[src/rtl/gslp_pkg.sv]
// ----------------------------------------------------------------------------
// gslp_pkg: shared types and constants
// Command codes, coordinate widths and the line request passed from the
// event front end to the line stepper.
// ----------------------------------------------------------------------------
package gslp_pkg;

  localparam int COORD_W = 5;
  localparam int CMD_W   = 2;
  localparam int CNT_W   = 6;
  localparam int ERR_W   = 12;
  localparam int YPOS_W  = 8;

  localparam logic [CMD_W-1:0] CMD_PRESS   = 2'd0;
  localparam logic [CMD_W-1:0] CMD_MOVE    = 2'd1;
  localparam logic [CMD_W-1:0] CMD_RELEASE = 2'd2;

  localparam logic [CNT_W-1:0] MAX_WRITES = 6'd62;

  typedef logic [COORD_W-1:0] coord_t;

  typedef struct packed {
    logic   point;
    coord_t x0;
    coord_t y0;
    coord_t tx;
    coord_t ty;
    logic   value;
  } job_t;

endpackage

[src/rtl/gslp_front.sv]
// ----------------------------------------------------------------------------
// gslp_front: pointer event front end
// Holds the stroke anchor and paint value, and turns press and move events
// into line requests for the stepper.
// ----------------------------------------------------------------------------
module gslp_front
  import gslp_pkg::*;
#(
  parameter int GRID_COLS = 32,
  parameter int GRID_ROWS = 32
) (
  input  logic               clk,
  input  logic               rst,
  input  logic               s_tvalid,
  output logic               s_tready,
  input  logic [15:0]        s_tdata,   // cell_x, cell_y, cell_valid, left_only, current_value
  input  logic [CMD_W-1:0]   s_tuser,   // cmd
  input  logic               job_full,
  output logic               job_push,
  output job_t               job
);

  localparam coord_t MAX_X = COORD_W'(GRID_COLS - 1);
  localparam coord_t MAX_Y = COORD_W'(GRID_ROWS - 1);

  logic   anchor_valid;
  coord_t anchor_x;
  coord_t anchor_y;
  logic   paint_value;

  coord_t cx, cy, tx, ty;
  logic   cell_valid, left_only, current_value;
  logic   accept, press_ok, move_ok;

  assign cx            = s_tdata[4:0];
  assign cy            = s_tdata[9:5];
  assign cell_valid    = s_tdata[10];
  assign left_only     = s_tdata[11];
  assign current_value = s_tdata[12];

  assign tx = (cx > MAX_X) ? MAX_X : cx;
  assign ty = (cy > MAX_Y) ? MAX_Y : cy;

  assign s_tready = !job_full;
  assign accept   = s_tvalid && s_tready;

  assign press_ok = (s_tuser == CMD_PRESS) && left_only && cell_valid &&
                    (cx <= MAX_X) && (cy <= MAX_Y);
  assign move_ok  = (s_tuser == CMD_MOVE) && anchor_valid;

  always_comb begin
    job_push = 1'b0;
    job      = '0;
    if (press_ok) begin
      job.point = 1'b1;
      job.x0    = cx;
      job.y0    = cy;
      job.tx    = cx;
      job.ty    = cy;
      job.value = !current_value;
      job_push  = accept;
    end else if (move_ok) begin
      job.point = 1'b0;
      job.x0    = anchor_x;
      job.y0    = anchor_y;
      job.tx    = tx;
      job.ty    = ty;
      job.value = paint_value;
      job_push  = accept && ((tx != anchor_x) || (ty != anchor_y));
    end
  end

  always_ff @(posedge clk) begin
    if (rst) begin
      anchor_valid <= 1'b0;
      anchor_x     <= '0;
      anchor_y     <= '0;
      paint_value  <= 1'b0;
    end else if (accept) begin
      if (press_ok) begin
        anchor_valid <= 1'b1;
        anchor_x     <= cx;
        anchor_y     <= cy;
        paint_value  <= !current_value;
      end else if (move_ok) begin
        anchor_x <= tx;
        anchor_y <= ty;
      end else if (s_tuser == CMD_RELEASE) begin
        anchor_valid <= 1'b0;
      end
    end
  end

endmodule

[src/rtl/gslp_queue.sv]
// ----------------------------------------------------------------------------
// gslp_queue: line request queue
// Two-entry first-in first-out buffer between the front end and the stepper.
// ----------------------------------------------------------------------------
module gslp_queue
  import gslp_pkg::*;
(
  input  logic clk,
  input  logic rst,
  input  logic push,
  input  job_t push_job,
  output logic full,
  input  logic pop,
  output logic empty,
  output job_t pop_job
);

  job_t       entries [2];
  logic       wr_ptr;
  logic       rd_ptr;
  logic [1:0] count;

  assign full    = (count == 2'd2);
  assign empty   = (count == 2'd0);
  assign pop_job = entries[rd_ptr];

  always_ff @(posedge clk) begin
    if (push) begin
      entries[wr_ptr] <= push_job;
    end
  end

  always_ff @(posedge clk) begin
    if (rst) begin
      wr_ptr <= 1'b0;
      rd_ptr <= 1'b0;
      count  <= 2'd0;
    end else begin
      if (push) begin
        wr_ptr <= !wr_ptr;
      end
      if (pop) begin
        rd_ptr <= !rd_ptr;
      end
      count <= count + {1'b0, push} - {1'b0, pop};
    end
  end

endmodule

[src/rtl/gslp_back.sv]
// ----------------------------------------------------------------------------
// gslp_back: line stepper
// Takes one line request at a time and emits its cell writes, one per
// cycle while the receiver is not stalling, through the output register.
// ----------------------------------------------------------------------------
module gslp_back
  import gslp_pkg::*;
(
  input  logic        clk,
  input  logic        rst,
  input  logic        job_valid,
  input  job_t        job,
  output logic        job_pop,
  output logic        m_tvalid,
  input  logic        m_tready,
  output logic [15:0] m_tdata,    // write_x, write_y, write_value
  output logic        m_tlast
);

  localparam logic       ST_IDLE  = 1'b0;
  localparam logic       ST_RUN   = 1'b1;
  localparam logic [1:0] PH_POINT = 2'd0;
  localparam logic [1:0] PH_XSTEP = 2'd1;
  localparam logic [1:0] PH_YSTEP = 2'd2;

  logic                     state;
  logic [1:0]               phase;
  coord_t                   x, tx;
  logic signed [YPOS_W-1:0] y, ty_s;
  logic signed [ERR_W-1:0]  err, adx_s, adx2, ady2;
  logic                     sx_neg, sy_neg, value;
  logic [CNT_W-1:0]         n;

  coord_t                   out_x, out_y;
  logic                     out_value, out_last;

  coord_t                   adx_ld, ady_ld;
  logic signed [ERR_W-1:0]  adx_ld_s, ady_ld2;

  logic                     out_free, step, last;
  logic [1:0]               phase_next;
  coord_t                   x_next;
  logic signed [YPOS_W-1:0] y_next, y_step;
  logic signed [ERR_W-1:0]  err_add, err_next;
  logic [CNT_W-1:0]         n_inc;
  logic                     cap_hit;

  assign out_free = !m_tvalid || m_tready;
  assign step     = (state == ST_RUN) && out_free;
  assign job_pop  = (state == ST_IDLE) && job_valid;

  assign adx_ld   = (job.x0 > job.tx) ? job.x0 - job.tx : job.tx - job.x0;
  assign ady_ld   = (job.y0 > job.ty) ? job.y0 - job.ty : job.ty - job.y0;
  assign adx_ld_s = $signed({{(ERR_W-COORD_W){1'b0}}, adx_ld});
  assign ady_ld2  = $signed({{(ERR_W-COORD_W-1){1'b0}}, ady_ld, 1'b0});

  assign n_inc   = n + 1'b1;
  assign cap_hit = (n_inc == MAX_WRITES);
  assign y_step  = sy_neg ? y - YPOS_W'(1) : y + YPOS_W'(1);
  assign err_add = err + ady2;

  always_comb begin
    phase_next = phase;
    x_next     = x;
    y_next     = y;
    err_next   = err;
    last       = 1'b1;
    unique case (phase)
      PH_POINT: begin
        last = 1'b1;
      end
      PH_XSTEP: begin
        x_next = sx_neg ? x - 1'b1 : x + 1'b1;
        if (err_add >= adx_s) begin
          y_next   = y_step;
          err_next = err_add - adx2;
        end else begin
          err_next = err_add;
        end
        if (cap_hit) begin
          last = 1'b1;
        end else if (x_next == tx) begin
          phase_next = PH_YSTEP;
          last       = (y_next == ty_s);
        end else begin
          last = 1'b0;
        end
      end
      PH_YSTEP: begin
        y_next = y_step;
        last   = cap_hit || (y_next == ty_s);
      end
      default: begin
        last = 1'b1;
      end
    endcase
  end

  always_ff @(posedge clk) begin
    if (rst) begin
      state    <= ST_IDLE;
      m_tvalid <= 1'b0;
    end else begin
      if (step) begin
        m_tvalid <= 1'b1;
      end else if (m_tready) begin
        m_tvalid <= 1'b0;
      end
      unique case (state)
        ST_IDLE: begin
          if (job_pop) begin
            state <= ST_RUN;
          end
        end
        ST_RUN: begin
          if (step && last) begin
            state <= ST_IDLE;
          end
        end
        default: begin
          state <= ST_IDLE;
        end
      endcase
    end
  end

  always_ff @(posedge clk) begin
    if (job_pop) begin
      x      <= job.x0;
      y      <= $signed({{(YPOS_W-COORD_W){1'b0}}, job.y0});
      tx     <= job.tx;
      ty_s   <= $signed({{(YPOS_W-COORD_W){1'b0}}, job.ty});
      sx_neg <= !(job.x0 < job.tx);
      sy_neg <= !(job.y0 < job.ty);
      adx_s  <= adx_ld_s;
      adx2   <= adx_ld_s <<< 1;
      ady2   <= ady_ld2;
      err    <= ady_ld2 - adx_ld_s;
      n      <= '0;
      value  <= job.value;
      if (job.point) begin
        phase <= PH_POINT;
      end else if (adx_ld != '0) begin
        phase <= PH_XSTEP;
      end else begin
        phase <= PH_YSTEP;
      end
    end else if (step) begin
      x     <= x_next;
      y     <= y_next;
      err   <= err_next;
      n     <= n_inc;
      phase <= phase_next;
    end
  end

  always_ff @(posedge clk) begin
    if (step) begin
      out_x     <= x;
      out_y     <= y[COORD_W-1:0];
      out_value <= value;
      out_last  <= last;
    end
  end

  assign m_tdata = {5'b0, out_value, out_y, out_x};
  assign m_tlast = out_last;

endmodule

[src/rtl/grid_stroke_line_painter.sv]
// ----------------------------------------------------------------------------
// grid_stroke_line_painter: stroke painter for a cell grid
// Turns pointer press, move and release events into cell write requests.
// ----------------------------------------------------------------------------
// A press (cmd 0) with only the left button on a valid cell writes that cell
// with the inverse of its current state and anchors the stroke; a move (cmd 1)
// writes the cells of a line from the anchor up to, not including, the new
// cell, which becomes the anchor; a release (cmd 2) ends the stroke. Events
// are taken in one cycle each while the two-entry request queue has room. The
// line stepper loads a request and then emits one cell write per cycle while
// the output is not stalled; a move gives at most 62 writes and a press one;
// m_tlast marks the final write of each event.
module grid_stroke_line_painter
  import gslp_pkg::*;
#(
  parameter int GRID_COLS = 32,
  parameter int GRID_ROWS = 32
) (
  input  logic               clk,
  input  logic               rst,
  input  logic               s_tvalid,
  output logic               s_tready,
  input  logic [15:0]        s_tdata,   // cell_x, cell_y, cell_valid, left_only, current_value
  input  logic [CMD_W-1:0]   s_tuser,   // cmd
  output logic               m_tvalid,
  input  logic               m_tready,
  output logic [15:0]        m_tdata,   // write_x, write_y, write_value
  output logic               m_tlast
);

  job_t push_job, pop_job;
  logic job_push, job_pop, q_full, q_empty;

  gslp_front #(
    .GRID_COLS (GRID_COLS),
    .GRID_ROWS (GRID_ROWS)
  ) u_front (
    .clk      (clk),
    .rst      (rst),
    .s_tvalid (s_tvalid),
    .s_tready (s_tready),
    .s_tdata  (s_tdata),
    .s_tuser  (s_tuser),
    .job_full (q_full),
    .job_push (job_push),
    .job      (push_job)
  );

  gslp_queue u_queue (
    .clk      (clk),
    .rst      (rst),
    .push     (job_push),
    .push_job (push_job),
    .full     (q_full),
    .pop      (job_pop),
    .empty    (q_empty),
    .pop_job  (pop_job)
  );

  gslp_back u_back (
    .clk       (clk),
    .rst       (rst),
    .job_valid (!q_empty),
    .job       (pop_job),
    .job_pop   (job_pop),
    .m_tvalid  (m_tvalid),
    .m_tready  (m_tready),
    .m_tdata   (m_tdata),
    .m_tlast   (m_tlast)
  );

`ifndef SYNTHESIS
  a_pop_nonempty: assert property (@(posedge clk) disable iff (rst)
    job_pop |-> !q_empty)
    else $error("line request taken from empty queue");

  a_push_room: assert property (@(posedge clk) disable iff (rst)
    job_push |-> !q_full)
    else $error("line request pushed into full queue");

  a_full_empty: assert property (@(posedge clk) disable iff (rst)
    !(q_full && q_empty))
    else $error("queue both full and empty");
`endif

endmodule

[config.mk]
export PLATFORM = sky130hd
export DESIGN_NAME = grid_stroke_line_painter
export DESIGN_NICKNAME = d
export VERILOG_FILES = /design/src/rtl/gslp_pkg.sv /design/src/rtl/gslp_front.sv /design/src/rtl/gslp_queue.sv /design/src/rtl/gslp_back.sv /design/src/rtl/grid_stroke_line_painter.sv
export SDC_FILE = /design/constraint.sdc
export NUM_CORES = 1
export LEC_CHECK = 0
export BUFFER_PORTS_ARGS = -buffer_cell sky130_fd_sc_hd__buf_2
export CORE_MARGIN = 2
export CORE_UTILIZATION = 35
export CTS_CLUSTER_SIZE = 16
export DETAILED_ROUTE_END_ITERATION = 12
export PLACE_DENSITY_LB_ADDON = 0.08
export SYNTH_ARGS = -nofsm -noshare
export SYNTH_HDL_FRONTEND = slang
export SYNTH_HIERARCHICAL = 1
export SYNTH_SLANG_ARGS = --single-unit
[constraint.sdc]
create_clock -name clk -period 6.7 [get_ports clk]
set_input_delay 0.335 -clock clk [delete_from_list [all_inputs] [get_ports clk]]
set_output_delay 0.335 -clock clk [all_outputs]
set_load 0.05 [all_outputs]
==> results of run 1 <==
[placed cells by master (no fill, tap or decap), types with 8 or more instances in the layout]
master / netlist / final
a21o_1: 16 / 16
nand2_1: 22 / 22
dfxtp_1: 28 / 28
a21oi_1: 28 / 28
mux2i_1: 20 / 20
xor2_1: 22 / 22
edfxtp_1: 103 / 103
a211oi_1: 14 / 14
clkbuf_16: 0 / 19
buf_2: 5 / 32
mux2_2: 29 / 29
fa_1: 9 / 9
nand3_1: 10 / 10
ha_1: 52 / 52
nor2b_1: 9 / 8
inv_1: 55 / 54
xnor2_1: 31 / 31
o21ai_0: 40 / 39
and2_1: 16 / 16
a22o_1: 10 / 10
nor2_1: 49 / 49
[cell families (layout without fill, tap and decap cells)]
| group | Yosys count | after routing |
|---|---|---|
| and+or+nand+nor | 159 | 159 |
| AOI/OAI and AO/OA | 153 | 153 |
| DFF | 131 | 131 |
| buffers and inverters | 82 | 125 |
| adders and majority gates | 61 | 61 |
| xor gates and xnor gates | 60 | 60 |
| muxes | 49 | 49 |
| other | 1 | 5 |
[registers in the layout (all words and copies together) (netlist names), 6 cells and up, named ones only]
register / cells
u_back/y: 8
u_queue/entries: 44
u_back/n: 6
u_back/err: 12
[per-stage QoR]
stage / instances / util [%]
5_1_grt: 1028 / 39.8
4_1_cts: 1028 / 39.8
3_5_place_dp: 996 / 37.2
3_3_place_gp: 996 / 37.2
2_1_floorplan: 700 / -
6_report: 1028 / 39.8
[per-layer routing]
layer  global-route usage [%]  wire length, µm  share of wire, %  vias up
met5                        0                0                 0        -
met4                     4.50              216               1.3        0
met3                     2.94              431               2.6       18
met2                     24.3             7890                48       76
met1                     19.3             8070                49     2491
li1                         -                -                 -     2610
[critical path: stages, from the launching register on]
cell and delay, ns:
dfxtp_1 0.77, mux2_2 0.47, inv_1 0.12, ha_1 0.27, nor2b_1 0.14, o21ai_0 0.21
a21boi_0 0.18, o31ai_2 0.51, mux2_2 0.41, xnor2_1 0.26, inv_1 0.07, ha_1 0.33
a21oi_1 0.10, nor2b_1 0.16, nor4b_1 0.08, mux2i_1 0.43, o21ai_0 0.19
[layout make-up]
class / count / area (µm²) / area share [%]
clock buffers: 23 / 510 / 5.72
clock inverters: 9 / 65.1 / 0.729
inverters: 56 / 210 / 2.35
multi-input cells: 487 / 3940 / 44.1
flip-flops and latches: 131 / 3650 / 40.9
well taps: 285 / 357 / 3.99
repair buffers: 37 / 198 / 2.21
[how the worst min path moves through the flow]
stage / startpoint / endpoint / slack (ns)
CTS: s_tdata[12] / u_front/paint_value / 0.1
finish: s_tdata[12] / u_front/paint_value / 0.11
detailed placement: u_back/value / u_back/out_value / 0.41
global placement: u_back/value / u_back/out_value / 0.41
floorplan: u_back/value / u_back/out_value / 0.40
global route: s_tdata[12] / u_front/paint_value / 0.09
[power by group through the flow]
stage	Combinational [mW]	Sequential (mW)	Clock, mW
floorplan	2.00	1.43	0
global placement	2.54	1.40	0
detailed placement	2.59	1.41	0
CTS	2.61	1.39	0.914
global route	2.92	1.42	0.955
finish	2.59	1.39	0.891
==> results.sh, run 1 <==
export IMPL_status="finished clean"
export IMPL_yosysWarnings=6
export IMPL_cts_tree="done"
export IMPL_root_buffer="clkbuf_16"
export IMPL_seq_power_share_pct=28.4
export IMPL_syn_inst=696
export IMPL_sw_frac_of_total_pct=41.2
export IMPL_io_pins=41
export IMPL_async_flop_share_pct=0
export IMPL_fmax_ghz=0.200
export IMPL_setup_slack_ns=1.71
export IMPL_fp_dieW_um=155
export IMPL_r2r_end="u_back/err[9]"
export IMPL_gr_total_overflow=0
export IMPL_synth_simple_gate_area_share_pct=11.0
export IMPL_synth_top_area_share_pct=38.9
export IMPL_min_period_over_period_pct=74.5
export IMPL_drive_gt1_share_pct=15.6
export IMPL_vias_per_cell=5.05
export IMPL_muxShareOfSynthArea_pct=6.63
export IMPL_postCtsSetupBuffers=0
export IMPL_hold_slack_ns=0.113
export IMPL_synth_main_ff_cell="edfxtp_1"
export IMPL_drt_iter0_drc=228
export IMPL_yosysTopAreaCell="edfxtp_1"
export IMPL_via_count=5195
export IMPL_synth_compound_area_share_pct=13.4
export IMPL_ant_nets=0
export IMPL_p_clk_share_pct=18.3
export IMPL_irDropWorstVdd_mv=0.204
export IMPL_start_util_pct=35.4
export IMPL_place_ws_ns=1.67
export IMPL_worst_ep_arrival_time_ns=5.12
export IMPL_powerDensity_nw_per_um2=546
export IMPL_globalplace_congestion=0.820
export IMPL_power_mw=4.87
export IMPL_dpl_hpwl_mm=12.4
export IMPL_stdcell_area_um2=8930
export IMPL_cts_sinks=131
export IMPL_place_area_um2=8350
export IMPL_grt_pass1_vias=5252
export IMPL_cts_resized=0
export IMPL_wirelength_mm=16.6
export IMPL_placementRows=55
export IMPL_areaGrowthSynthToFinish_pct=12.4
export IMPL_n_antenna_cell=0
export IMPL_cp_end_kind="flip-flop"
export IMPL_htree_levels=4
export IMPL_hold_violations=0
export IMPL_drc=0
export IMPL_power_switching_mw=2.01
export IMPL_tightestPinTransition_ns=1.15
export IMPL_slew_headroom_pct=22.7
export IMPL_num_nets_final=813
export IMPL_dieArea_um2=23900
export IMPL_port_buffers=32
export IMPL_yosysUniqueCellTypes=78
export IMPL_endpoint="u_back/err[9]"
export IMPL_synth_edff_count=103
export IMPL_antenna_found_initial=0
export IMPL_synthTopCellsByCount="103 x edfxtp_1, 55 x inv_1, 52 x ha_1, 49 x nor2_1, 40 x o21ai_0"
export IMPL_synth_adder_area_share_pct=10.5
export IMPL_grt_pass1_wl_mm=27.3
export IMPL_ys_seq_area_share_pct=46.0
export IMPL_ys_ff_latch=131
export IMPL_syn_avg_cell_area_um2=11.4
export IMPL_clk_pin_slew_worst_paths_ns=0.06
export IMPL_rsz0062_at_grt="false"
export IMPL_intPower_mw=2.86
export IMPL_period_minus_slack_ns=4.99
export IMPL_hp_class="primary input to flip-flop"
export IMPL_cts_max_path_buffers=2
export IMPL_die_h_um=155
export IMPL_worstSetupStartpointType="flip-flop"
export IMPL_wl_per_cell_um=16.2
export IMPL_power_leakage_nw=3.52
export IMPL_synth_xor_area_share_pct=7.84
export IMPL_slew_violations=0
export IMPL_netlist_area_um2=7950
export IMPL_yosys_cell_count_top_type="edfxtp_1"
export IMPL_synth_top_family_by_area="compound AO/OA/AOI/OAI gates"
export IMPL_ff2ff_setup_slack_ns=1.71
export IMPL_combinationalPowerShare_pct=53.3
export IMPL_grt_total_usage_pct=14.6
export IMPL_worst_path_max_fanout=15
export IMPL_nFillCells=2168
export IMPL_clk_latency_ns=0.42
export IMPL_grt_max_degree=55
export IMPL_dr_pass1_iters=4
export IMPL_core_um2=22400
export IMPL_synthTopCellsByArea="edfxtp_1 39%, ha_1 8.2%, dfxtp_1 7.1%"
export IMPL_worst_r2r_cell_count=16
export IMPL_setup_viol=0
export IMPL_critPathKind="flip-flop to flip-flop"
export IMPL_drv_cap=0
export IMPL_whs_path_depth=2
export IMPL_tns_ns=0
export IMPL_finalClockSkew_ns=0.0126
export IMPL_worstPathRequired_ns=6.83
export IMPL_cts_buffers=17
export IMPL_hold_buffers=0
Power figures use the tool's default switching activity.
==> run 2: changes to the inputs <==
==> constraint.sdc (replaced) <==
create_clock -name clk -period 4.55 [get_ports clk]
set_input_delay 0.2275 -clock clk [delete_from_list [all_inputs] [get_ports clk]]
set_output_delay 0.2275 -clock clk [all_outputs]
set_load 0.05 [all_outputs]
==> run 2 against run 1 <==
Effect of this change:
- sequential cell count unchanged
- via count increased by 1.1%
- final cell count increased by 0.88%
- total power increased by 48%
- largest power group unchanged
- maximum frequency increased by 18%
- non-clock buffer count increased by 9
- die area unchanged
- critical path depth decreased by 1
- critical endpoint is now u_back/err[11]
- core utilization increased by 0.34 points
- clock skew decreased by 0.0044 ns
==> results.sh, run 2 (synthesized netlist as in run 1, its figures left out) <==
export IMPL_status="finished clean"
export IMPL_worst_r2r_cell_count=15
export IMPL_cts_sinks=131
export IMPL_worstPathRequired_ns=4.79
export IMPL_multi_input_area_um2=3950
export IMPL_dp_cells=1003
export IMPL_root_buffer="clkbuf_16"
export IMPL_wl_per_cell_um=16.1
export IMPL_cp_end_kind="flip-flop"
export IMPL_largest_reg_flops=44
export IMPL_sw_frac_of_total_pct=41.6
export IMPL_layout_cells_non_filler=1037
export IMPL_n_antenna_cell=0
export IMPL_finalClockSkew_ns=0.00818
export IMPL_powerDensity_nw_per_um2=799
export IMPL_drt_iter0_drc=236
export IMPL_intPower_mw=4.20
export IMPL_worstSetupStartpointType="flip-flop"
export IMPL_period_minus_slack_ns=4.25
export IMPL_power_leakage_nw=3.55
export IMPL_power_switching_mw=3.00
export IMPL_htree_levels=4
export IMPL_die_h_um=155
export IMPL_ff_latch_area_um2=3650
export IMPL_start_util_pct=35.4
export IMPL_fp_dieW_um=155
export IMPL_placementRows=55
export IMPL_drv_cap=0
export IMPL_hold_violations=0
export IMPL_clk_pin_slew_worst_paths_ns=0.06
export IMPL_dieArea_um2=23900
export IMPL_combinationalPowerShare_pct=53.7
export IMPL_place_ws_ns=0.0848
export IMPL_ant_nets=0
export IMPL_regMostFlops="u_queue/entries"
export IMPL_rsz0062_at_grt="false"
export IMPL_drive_gt1_share_pct=17.3
export IMPL_p_clk_share_pct=18.0
export IMPL_fmax_ghz=0.235
export IMPL_path_delay_family="compound AO/OA/AOI/OAI gates"
export IMPL_cts_buffers=17
export IMPL_tightestPinTransition_ns=1.07
export IMPL_cts_tree="done"
export IMPL_hp_class="primary input to flip-flop"
export IMPL_path_depth=15
export IMPL_dpl_hpwl_mm=12.7
export IMPL_tns_ns=0
export IMPL_irDropWorstVdd_mv=0.282
export IMPL_slowest_stage="a21oi_1"
export IMPL_gr_total_overflow=0
export IMPL_min_delay_start="s_tdata[0]"
export IMPL_vias_per_cell=5.06
export IMPL_worst_path_max_fanout=6
export IMPL_nFillCells=2146
export IMPL_whs_path_depth=3
export IMPL_seq_power_share_pct=28.3
export IMPL_antenna_found_initial=0
export IMPL_final_common_cell="edfxtp_1"
export IMPL_io_pins=41
export IMPL_reg_top3="u_queue/entries x44, u_back/err x12, u_back/y x8"
export IMPL_place_area_um2=8410
export IMPL_port_buffers=32
export IMPL_cts_max_path_buffers=2
export IMPL_globalplace_congestion=0.826
export IMPL_drc=0
export IMPL_setup_viol=0
export IMPL_setup_slack_ns=0.302
export IMPL_grt_total_usage_pct=14.7
export IMPL_areaGrowthSynthToFinish_pct=13.3
export IMPL_stdcell_area_um2=9010
export IMPL_slew_headroom_pct=28.5
export IMPL_clk_latency_ns=0.41
export IMPL_grt_pass1_vias=5402
export IMPL_via_count=5252
export IMPL_worst_ep_arrival_time_ns=4.49
export IMPL_grt_max_degree=41
export IMPL_wirelength_mm=16.7
export IMPL_critPathKind="flip-flop to flip-flop"
export IMPL_final_cell_mix="103 x edfxtp_1, 54 x inv_1, 52 x ha_1, 49 x nor2_1, 38 x o21ai_0"
export IMPL_cpPeakStageDelay_ns=0.47
export IMPL_min_period_over_period_pct=93.4
export IMPL_dr_pass1_iters=4
export IMPL_grt_pass1_wl_mm=27.9
export IMPL_slew_violations=0
export IMPL_num_nets_final=822
export IMPL_worstPathCellList="buf_4 > mux2_2 > ha_1 > and2_1 > a41o_1 > a21oi_1 > mux2_2 > ha_1 > a21o_1 > a21oi_1 > nor2b_1 > nor4b_2 > mux2i_2 > buf_4 > o21ai_0"
export IMPL_core_um2=22400
export IMPL_crit_buf_inv=2
## run 2: changes by cell type in the layout (fill, tap and decap cells not counted), sizes merged
cell and delta:
inv +4, buf +8, clkinv -1, clkinvlp +2, clkbuf -5, dlygate4sd3 +1
## run 2: tightest hold or removal path: cells and delay by family
family	cells	cell delay, ns
buffers and inverters	1	0.11
muxes	1	0.07
and+or+nand+nor	1	0.07
## run 2: metal layers
layer	routed length, µm	up-vias	GRT usage (%)
met3	375	14	2.33
met5	0	-	0
li1	-	2631	-
met2	7980	67	24.7
met4	233	0	4.89
met1	8130	2540	19.5
## run 2: power groups by stage
stage,logic (mW),registers (mW),clock network (mW)
global placement,3.79,2.06,0
floorplan,2.94,2.11,0
CTS,3.88,2.04,1.33
finish,3.87,2.04,1.29
detailed placement,3.84,2.06,0
global route,4.33,2.09,1.38
## run 2: repair_timing
action                                  4_1_cts  5_1_grt
resized for setup                             0        6
buffers inserted                              0        1
endpoints found under the setup margin        0        7
hold buffers                                  1        0
hold endpoints to repair                      1        0
## run 2: worst paths after layout
path	endpoint	slack [ns]
worst max-delay path	u_back/err[11]	0.30
worst min-delay path	u_front/anchor_x[0]	0.11
worst max register to register	u_back/err[11]	0.30
worst min register to register	u_back/out_value	0.43
## run 2: layout make-up
class | count | share of cell area [%]
multi-input combinational | 487 | 43.9
timing repair buffer | 46 | 2.97
clock inverter | 14 | 1.26
tap | 285 | 3.96
clock buffer | 18 | 5.00
inverter | 56 | 2.33
sequential | 131 | 40.6
## run 2: per-stage QoR
| step | power [mW] | hold slack (ns) | utilization (%) |
|---|---|---|---|
| after detailed placement | 5.91 | 0.412 | 37.5 |
| final | 7.20 | 0.106 | 40.1 |
| after CTS | 7.25 | 0.0879 | 40.0 |
| after floorplan | 5.05 | 0.297 | - |
| after global placement | 5.84 | 0.401 | 37.5 |
| after global routing | 7.81 | 0.108 | 40.1 |
